--- src/rtl/bmmpq_pkg.sv ---
// shared constants and types for the bucketed min/max priority queue
package bmmpq_pkg;

  localparam int unsigned NUM_COSTS   = 64;
  localparam int unsigned COUNT_WIDTH = 16;
  localparam int unsigned COST_WIDTH  = 7;
  localparam int unsigned IDX_WIDTH   = $clog2(NUM_COSTS);
  localparam logic [IDX_WIDTH-1:0] LAST_IDX = IDX_WIDTH'(NUM_COSTS - 1);

  typedef enum logic {
    OP_ADD    = 1'b0,
    OP_REMOVE = 1'b1
  } op_e;

  // per-cycle control fanned out to every bucket cell
  typedef struct packed {
    logic low_first;
    logic scan_en;
  } cell_ctrl_t;

endpackage

--- src/rtl/bmmpq_cell.sv ---
// one bucket cell: occupancy counter plus the search token stage of the chain
module bmmpq_cell
  import bmmpq_pkg::*;
(
  input  logic       clk_i,
  input  logic       rst_ni,
  input  cell_ctrl_t ctrl_i,
  input  logic       add_i,
  input  logic       tok_lo_i,
  input  logic       tok_hi_i,
  output logic       tok_o,
  output logic       hit_o
);

  logic [COUNT_WIDTH-1:0] count_q, count_d;
  logic                   tok_q, tok_d;
  logic                   tok_in;

  // token arrives from the neighbor on the side the scan starts from
  assign tok_in = ctrl_i.scan_en & (ctrl_i.low_first ? tok_lo_i : tok_hi_i);
  assign hit_o  = tok_in & (count_q != '0);
  assign tok_o  = tok_q;

  always_comb begin
    count_d = count_q;
    if (hit_o) begin
      count_d = count_q - COUNT_WIDTH'(1);
    end else if (add_i && (count_q != '1)) begin
      count_d = count_q + COUNT_WIDTH'(1);
    end
    tok_d = tok_in & ~hit_o;
  end

  always_ff @(posedge clk_i or negedge rst_ni) begin
    if (!rst_ni) begin
      count_q <= '0;
      tok_q   <= 1'b0;
    end else begin
      count_q <= count_d;
      tok_q   <= tok_d;
    end
  end

endmodule

--- src/rtl/bmmpq_ctrl.sv ---
// remove sequencer: injects the search token, tracks its position, drives results
module bmmpq_ctrl
  import bmmpq_pkg::*;
(
  input  logic                  clk_i,
  input  logic                  rst_ni,
  input  logic                  start,
  input  logic                  operation_i,
  input  logic                  low_first_i,
  input  logic                  any_hit_i,
  output logic                  busy,
  output logic                  inject_o,
  output logic                  result_valid_o,
  output logic                  found_o,
  output logic [COST_WIDTH-1:0] removed_cost_o
);

  typedef enum logic {
    ST_IDLE,
    ST_SCAN
  } state_e;

  state_e                 state_q;
  logic                   inj_q;
  logic                   valid_q;
  logic                   found_q;
  logic [COST_WIDTH-1:0]  cost_q;
  logic [IDX_WIDTH-1:0]   pos_q;
  logic [IDX_WIDTH-1:0]   end_pos;

  assign busy           = (state_q == ST_SCAN);
  assign inject_o       = inj_q;
  assign result_valid_o = valid_q;
  assign found_o        = found_q;
  assign removed_cost_o = cost_q;
  assign end_pos        = low_first_i ? LAST_IDX : '0;

  always_ff @(posedge clk_i or negedge rst_ni) begin
    if (!rst_ni) begin
      state_q <= ST_IDLE;
      inj_q   <= 1'b0;
      valid_q <= 1'b0;
      found_q <= 1'b0;
      cost_q  <= '0;
      pos_q   <= '0;
    end else begin
      inj_q   <= 1'b0;
      valid_q <= 1'b0;
      case (state_q)
        ST_IDLE: begin
          if (start && (operation_i == OP_REMOVE)) begin
            state_q <= ST_SCAN;
            inj_q   <= 1'b1;
            pos_q   <= low_first_i ? '0 : LAST_IDX;
          end
        end
        ST_SCAN: begin
          if (any_hit_i) begin
            valid_q <= 1'b1;
            found_q <= 1'b1;
            cost_q  <= COST_WIDTH'(pos_q) + COST_WIDTH'(1);
            state_q <= ST_IDLE;
          end else if (pos_q == end_pos) begin
            valid_q <= 1'b1;
            found_q <= 1'b0;
            cost_q  <= '0;
            state_q <= ST_IDLE;
          end else if (low_first_i) begin
            pos_q <= pos_q + IDX_WIDTH'(1);
          end else begin
            pos_q <= pos_q - IDX_WIDTH'(1);
          end
        end
        default: begin
          state_q <= ST_IDLE;
        end
      endcase
    end
  end

`ifndef SYNTHESIS
  a_result_after_scan: assert property (@(posedge clk_i) disable iff (!rst_ni)
    result_valid_o |-> $past(state_q == ST_SCAN))
    else $error("result strobe without a scan in progress");

  a_empty_cost_zero: assert property (@(posedge clk_i) disable iff (!rst_ni)
    (result_valid_o && !found_o) |-> (removed_cost_o == '0))
    else $error("not-found result carries a cost");

  a_hit_only_scanning: assert property (@(posedge clk_i) disable iff (!rst_ni)
    any_hit_i |-> busy)
    else $error("bucket hit outside a scan");
`endif

endmodule

--- src/rtl/bucket_min_max_priority_queue.sv ---
// top level: policy register, add decode, chain of bucket cells and sequencer
// An add (operation 0) leaves busy low, so adds can follow back to back; a
// cost of 0 or above NUM_COSTS is dropped without a result. A remove
// (operation 1) sends a search token along the chain of NUM_COSTS bucket
// cells, one cell per cycle, starting at the low end when smallest_first is
// 1 and at the high end otherwise. busy is high from the cycle after the
// accepting edge until the result strobe. result_valid_o is high for exactly
// one cycle and cannot be held off, so found_o and removed_cost_o must be
// captured in that cycle; a new transaction may be started in that same
// cycle. Write cfg_we_i only while the block is idle.
module bucket_min_max_priority_queue
  import bmmpq_pkg::*;
(
  input  logic                  clk_i,
  input  logic                  rst_ni,
  input  logic                  start,
  output logic                  busy,
  input  logic                  operation_i,
  input  logic [COST_WIDTH-1:0] cost_value_i,
  input  logic                  cfg_we_i,
  input  logic                  cfg_wdata_i,
  output logic                  result_valid_o,
  output logic                  found_o,
  output logic [COST_WIDTH-1:0] removed_cost_o
);

  logic                 smallest_first_q;
  logic                 add_acc;
  logic                 inject;
  logic                 any_hit;
  logic [NUM_COSTS-1:0] tok;
  logic [NUM_COSTS-1:0] hit;
  cell_ctrl_t           ctrl;

  always_ff @(posedge clk_i or negedge rst_ni) begin
    if (!rst_ni) begin
      smallest_first_q <= 1'b1;
    end else if (cfg_we_i) begin
      smallest_first_q <= cfg_wdata_i;
    end
  end

  assign add_acc        = start & ~busy & (operation_i == OP_ADD);
  assign ctrl.low_first = smallest_first_q;
  assign ctrl.scan_en   = busy;
  assign any_hit        = |hit;

  for (genvar i = 0; i < NUM_COSTS; i++) begin : g_cell
    localparam int unsigned CostIdx = i + 1;
    logic tok_lo;
    logic tok_hi;
    logic add_en;

    assign add_en = add_acc & (32'(cost_value_i) == CostIdx);

    // chain ends take the injected token instead of a neighbor
    if (i == 0) begin : g_lo_end
      assign tok_lo = inject;
    end else begin : g_lo_mid
      assign tok_lo = tok[i-1];
    end
    if (i == NUM_COSTS - 1) begin : g_hi_end
      assign tok_hi = inject;
    end else begin : g_hi_mid
      assign tok_hi = tok[i+1];
    end

    bmmpq_cell u_cell (
      .clk_i    (clk_i),
      .rst_ni   (rst_ni),
      .ctrl_i   (ctrl),
      .add_i    (add_en),
      .tok_lo_i (tok_lo),
      .tok_hi_i (tok_hi),
      .tok_o    (tok[i]),
      .hit_o    (hit[i])
    );
  end

  bmmpq_ctrl u_ctrl (
    .clk_i          (clk_i),
    .rst_ni         (rst_ni),
    .start          (start),
    .operation_i    (operation_i),
    .low_first_i    (smallest_first_q),
    .any_hit_i      (any_hit),
    .busy           (busy),
    .inject_o       (inject),
    .result_valid_o (result_valid_o),
    .found_o        (found_o),
    .removed_cost_o (removed_cost_o)
  );

`ifndef SYNTHESIS
  a_single_hit: assert property (@(posedge clk_i) disable iff (!rst_ni)
    $onehot0(hit))
    else $error("more than one bucket claimed the token");

  a_single_token: assert property (@(posedge clk_i) disable iff (!rst_ni)
    $onehot0(tok))
    else $error("more than one search token in the chain");

  a_hit_ends_scan: assert property (@(posedge clk_i) disable iff (!rst_ni)
    any_hit |=> (result_valid_o && found_o && !busy))
    else $error("hit did not produce a found result");
`endif

endmodule

--- config.mk ---
export PLATFORM = sky130hd
export DESIGN_NAME = bucket_min_max_priority_queue
export DESIGN_NICKNAME = d
export VERILOG_FILES = /design/src/rtl/bmmpq_pkg.sv /design/src/rtl/bmmpq_cell.sv /design/src/rtl/bmmpq_ctrl.sv /design/src/rtl/bucket_min_max_priority_queue.sv
export SDC_FILE = /design/constraint.sdc
export NUM_CORES = 2
export LEC_CHECK = 0
export ABC_AREA = 1
export ABC_CLOCK_PERIOD_IN_PS = 8700
export BUFFER_PORTS_ARGS = -buffer_cell sky130_fd_sc_hd__buf_4
export CELL_PAD_IN_SITES_DETAIL_PLACEMENT = 0
export CELL_PAD_IN_SITES_GLOBAL_PLACEMENT = 1
export CORE_ASPECT_RATIO = 1.1
export CORE_MARGIN = 4
export CORE_UTILIZATION = 53
export DETAILED_ROUTE_END_ITERATION = 7
export GPL_ROUTABILITY_DRIVEN = 0
export PLACE_DENSITY_LB_ADDON = 0.1
export SETUP_SLACK_MARGIN = 0.1
export SYNTH_ARGS = -nofsm -noshare
export SYNTH_HDL_FRONTEND = slang
export SYNTH_SLANG_ARGS = --single-unit
--- constraint.sdc ---
create_clock -name clk_i -period 8.7 [get_ports clk_i]
set_clock_uncertainty 0.2 [all_clocks]
set_input_delay 2.61 -clock clk_i [delete_from_list [all_inputs] [get_ports clk_i]]
set_output_delay 2.61 -clock clk_i [all_outputs]
set_load 0.05 [all_outputs]
-- Word-level counts from Yosys, hierarchy flattened
Index checks and enable logic that the tools add are counted.
- add/subtract/negate cells: 131
- eq/ne operators: 132
- mux-type cells: 211
- bitwise gates (word level): 324
- reductions and logical operators: 197
- operators by type and width (cell ; count):
    2-to-1 mux 16 bit ; 128
    adder 16 x 1 -> 16 bit, second input constant ; 64
    inequality test 16 bit, second input constant ; 64
    nonzero test 16 bit ; 64
    subtractor 16 x 1 -> 16 bit, second input constant ; 64
    AND 1 bit ; 258
    equality test 7 x 6 -> 1 bit, second input constant ; 32
    nonzero test 2 bit ; 65
    equality test 7 x 5 -> 1 bit, second input constant ; 16
    2-to-1 mux 1 bit ; 73
    inverter 1 bit ; 66
    logical AND 1 bit ; 65
    OR reduction 64 bit ; 1
    equality test 7 x 4 -> 1 bit, second input constant ; 8
    2-to-1 mux 6 bit ; 6
    equality test 7 x 3 -> 1 bit, second input constant ; 4
    equality test 7 x 2 -> 1 bit, second input constant ; 2
    2-to-1 mux 7 bit ; 2
    one-hot mux 6 bit (2 select lines) ; 1
    adder 6 x 1 -> 7 bit, second input constant ; 1
    equality test 7 x 1 -> 1 bit, second input constant ; 1
    equality test 7 bit, second input constant ; 1
    adder 6 x 1 -> 6 bit, second input constant ; 1
    equality test 6 bit ; 1
    6 further kinds ; 7
- register bits: 1106
- input port bits: 13
- word-level logic and storage cells: 1130

-- Longest topological paths before layout
- depth in word-level cells: 7
- mapped depth: 20
- mapped depth without buffers: 19

-- Hierarchy
From an unflattened synthesis, not the netlist that was laid out.
- cells, all modules: 16495
- area total of the unflattened synthesis: 106021.7 um^2
- by module, submodules not included (module ; instances ; cells each ; area each (um^2)):
    bmmpq_cell ; 64 ; 253 ; 1629.1
    bmmpq_ctrl ; 1 ; 125 ; 1034.7
    bucket_min_max_priority_queue ; 1 ; 178 ; 726.9

-- Worst setup path after synthesis
No wires, ideal clock.
- path type: input to register
- start point: input cost_value_i[5]
- end point: register g_cell[19].u_cell.count_q[10]
- setup time: 128 ps
- arrival time: 3948 ps
- path slack: 4424 ps
- stages on the path: 9
- path buffers: 1
- path through: nor3_2 nand2_2 nor3_1 o41ai_1 nand2_1 clkinv_1 clkbuf_1 nand2_1 o21ai_0
- word-level cells in the longest chain between the ends: 4
- RTL lines (what ; RTL line ; source):
    start, declared ; bucket_min_max_priority_queue.sv:19 ; input logic [COST_WIDTH-1:0] cost_value_i,
    equality test 7 x 5 -> 1 bit ; bucket_min_max_priority_queue.sv:54 ; assign add_en = add_acc & (32'(cost_value_i) == CostIdx);
    AND 1 bit ; bucket_min_max_priority_queue.sv:54 ;
    logical AND 1 bit ; bmmpq_cell.sv:28 ; end else if (add_i && (count_q != '1)) begin
    nonzero test 2 bit (no line) ; -- ;
    end signal, assigned ; bmmpq_cell.sv:39 ; count_q <= count_d;
    end, declared ; bmmpq_cell.sv:15 ; logic [COUNT_WIDTH-1:0] count_q, count_d;
Every way passes these cells.
A chain may end at the register's enable or synchronous reset.

-- Final worst setup path
- start point: register smallest_first_q
- end point: register g_cell[47].u_cell.count_q[12]
- word-level cells in the longest chain between the ends: 4
- elaborated cells between the ends (all ways): 5
- RTL lines (what ; RTL line ; source):
    start, declared ; bucket_min_max_priority_queue.sv:27 ; logic smallest_first_q;
    start signal, assigned ; bucket_min_max_priority_queue.sv:39 ; smallest_first_q <= cfg_wdata_i;
    2-to-1 mux 1 bit (*) ; bmmpq_cell.sv:20 ; assign tok_in = ctrl_i.scan_en & (ctrl_i.low_first ? tok_lo_i : tok_hi_i);
    AND 1 bit (*) ; bmmpq_cell.sv:20 ;
    AND 1 bit (*) ; bmmpq_cell.sv:21 ; assign hit_o = tok_in & (count_q != '0);
    2-to-1 mux 16 bit or nonzero test 2 bit (tied branches) ; -- ;
    end signal, assigned ; bmmpq_cell.sv:39 ;
    end, declared ; bmmpq_cell.sv:15 ;
Every way passes the cells marked *; elsewhere a longest branch is shown, timed or not.

==> out/results.ini <==
[route]
wl_microns = 225000
firstDrtPassIters = 6
drc = 0
wl_per_cell_microns = 15.3
drtAntennaViolNets = 0
drt_iter0_drc = 4793
post_drt_via_cell_ratio = 5.49
vias = 80500

[clock_network]
cts_tree = done
holdBufCountCts = 0
cts-resized-gates = 0
cts.sinks = 1106
cts.reportedPaths.clkPinSlew_ns = 0.06
clockBufferDepth = 3
postCtsSetupBuffers = 0
htree_levels = 4
cts_made_buffers = 139
clk_latency_ns = 0.77
root_buffer = clkbuf_16

[die]
core_area_sq_um = 167000
start_util = 0.536
num_io_pins = 23
rows = 157
die_w_microns = 400
die_area_sq_um = 176000
die_y_microns = 439

[global_route]
use_met2 = 0.445
first_global_vias = 78200
gr-total-overflow = 0
busiest_layer = met2
grt_pass1_wl_microns = 378000
antenna_found_initial = 6
use_met3 = 0.0319
grt.met1_usage = 0.332
grt_use_total = 0.255
grt_max_degree = 149

[timing]
final.setup.tns_ns = 0
whs_ns = 0.291
worstMarginPinSlew_ns = 1.59
setup_viol = 0
finalHoldViolCount = 0
finalCritPeriodShare = 0.626
rsz0062_at_grt = false
slew_violations = 4
slew_headroom = -0.0627
finalCriticalPeriod_ns = 5.45
max_freq_ghz = 0.184

[synth]
synth-seq-area-share = 0.309
synthFlopType = dfrtp_1
avgSynthCellArea_sq_um = 7.26
synth_area_sq_um = 89600
syn-num-nets = 13300
netlist_instances = 12300
synth.distinct_cells = 45
synth_edf_count = 0
ys_ff_latch = 1106
async_reset_ff_frac = 1.00
synth_warnings = 0

[worst_setup_path]
worstPathCellList = inv_4 -> buf_4 -> nor2_1 -> nor3_1 -> nand2_1 -> inv_1 -> ha_1 -> a21oi_1 -> nand2_1 -> a21oi_1 -> o21ai_0 -> a21oi_1 -> xor2_1 -> o21ai_0
worstSetupPathType = reg -> reg
critical-path-top-delay-family = buffers and inverters
path_max_fanout = 50
critical_path.most_common_cell = a21oi_1
crit_arrival_ns = 5.87
critPathLaunchType = register
critical_path.slowest_cell = inv_4
crit_buf_inv = 3
cp_slowest_stage_delay_ns = 0.66
end_kind = register
rrSetupSlack_ns = 3.25
required_ns = 9.12

[placement]
io_buffers = 22
dp_cells = 14400
hpwlAfterDp_microns = 171000

[cells_and_area]
finalNonFillerCells = 14700
nets = 13300
diodes = 0
drive_gt1_frac = 0.0244
fillers = 15800
multi_input_area_sq_um = 56700
ff_latch_area_sq_um = 27700
final_core_utilization = 0.578
syn_to_final_growth_pct = 7.84

[power]
peakVddDrop_mv = 0.233
fin_total_pwr_uw = 30700
pwr_density_cell_nw_per_um2 = 318
leakage_uw = 0.0496

[status]
violations = capacitance limit, slew limit
status = finished, violations left

[hold_path]
min_path_type = reg -> reg

[flow_run]
maxCapViolations = 1

-- cell families (layout without fill, tap and decap cells) --
kind of cell | after synthesis | count (layout) | share of synthesized area
AND/OR/NAND/NOR | 5496 | 5496 | 0.256
AO/OA/AOI/OAI | 2545 | 2545 | 0.152
buffers and inverters | 1366 | 1487 | 0.0585
flip-flops | 1106 | 1106 | 0.309
adder cells (fa/ha/maj) | 966 | 966 | 0.140
XOR/XNOR | 856 | 856 | 0.0837
-- cells in the final DEF, fill, tap and decap left out, drive strengths merged, types with 88 or more instances in the layout --
| cell type | netlist | layout |
|---|---|---|
| ha | 901 | 901 |
| o31ai | 102 | 102 |
| nor2 | 1276 | 1276 |
| inv | 1184 | 1186 |
| xnor2 | 339 | 339 |
| o21ai | 1204 | 1204 |
| nor3 | 239 | 239 |
| nor4 | 123 | 123 |
| nand2 | 2957 | 2957 |
| xor2 | 517 | 517 |
| nand3 | 578 | 578 |
| nand4 | 206 | 206 |
| dfrtp | 1105 | 1105 |
| nand3b | 103 | 103 |
| clkbuf | 119 | 206 |
| a21oi | 977 | 977 |
| o21bai | 88 | 88 |
-- metrics by stage --
step | area (sq um) | worst slack, ns
after floorplan | 89600 | 4.42
after global placement | 92100 | 2.65
after detailed placement | 92100 | 2.64
after CTS | 96600 | 3.34
after global routing | 96600 | 3.03
final | 96600 | 3.25
-- state kept, by name, summed over array words and instances (netlist names) --
register,count
u_ctrl.found_o,1
u_ctrl.pos_q,6
u_ctrl.inject_o,1
g_cell.u_cell.tok_o,64
u_ctrl.busy,1
u_ctrl.removed_cost_o,7
g_cell.u_cell.count_q,1024
u_ctrl.result_valid_o,1
smallest_first_q,1
-- final cells by class --
type | instances | area share
Clock buffer | 206 | 0.0427
Tap cell | 2226 | 0.0288
Inverter | 1199 | 0.0467
Sequential cell | 1106 | 0.287
Multi-Input combinational cell | 9863 | 0.587
Timing Repair Buffer | 46 | 0.00448
Clock inverter | 36 | 0.00409
-- cell usage after synthesis (15+ instances only) --
cell type / count / share of area
nor3_1: 236 / 0.013
nand2_1: 2947 / 0.12
ha_1: 901 / 0.13
xnor2_1: 339 / 0.033
nand4_1: 206 / 0.014
o21bai_1: 88 / 0.0074
clkinv_1: 15 / 0.00063
nand3_1: 577 / 0.032
nand3b_1: 103 / 0.0086
xor2_1: 517 / 0.051
clkbuf_1: 119 / 0.0050
buf_2: 32 / 0.0018
a21oi_1: 977 / 0.055
nor4_1: 123 / 0.0086
nor2_1: 1269 / 0.053
o41ai_1: 17 / 0.0017
o21ai_1: 23 / 0.0013
inv_1: 1172 / 0.049
o211ai_1: 22 / 0.0018
a21o_1: 35 / 0.0029
o31ai_1: 102 / 0.0085
o21ai_0: 1181 / 0.066
dfrtp_1: 1105 / 0.31
a31oi_1: 58 / 0.0041
fa_1: 65 / 0.015
-- routing by layer --
metal | up-vias | routed length [microns]
met2 | 1079 | 108000
met5 | - | 27
met4 | 4 | 6350
met1 | 37600 | 103000
li1 | 41600 | -
met3 | 315 | 7500
-- worst paths after layout --
check                           cells past startpoint                            end                          start
min in group asynchronous                           1   g_cell[56].u_cell.count_q[1]                         rst_ni
max in group asynchronous                           3        g_cell[59].u_cell.tok_o                         rst_ni
worst max-delay path                               14  g_cell[47].u_cell.count_q[12]               smallest_first_q
worst max register to register                     14  g_cell[47].u_cell.count_q[12]               smallest_first_q
worst min register to register                      1  g_cell[51].u_cell.count_q[15]  g_cell[51].u_cell.count_q[15]
worst min-delay path                                1  g_cell[51].u_cell.count_q[15]  g_cell[51].u_cell.count_q[15]
-- power by group --
group          leakage, uW  switching [uW]  total, uW  internal, uW
Combinational       0.0337            9120      15000          5890
Sequential          0.0137            2510       9930          7410
Clock              0.00224            2310       5810          3500
Total               0.0496           13900      30700         16800
Note: power is estimated with default switching activity, not from simulation.
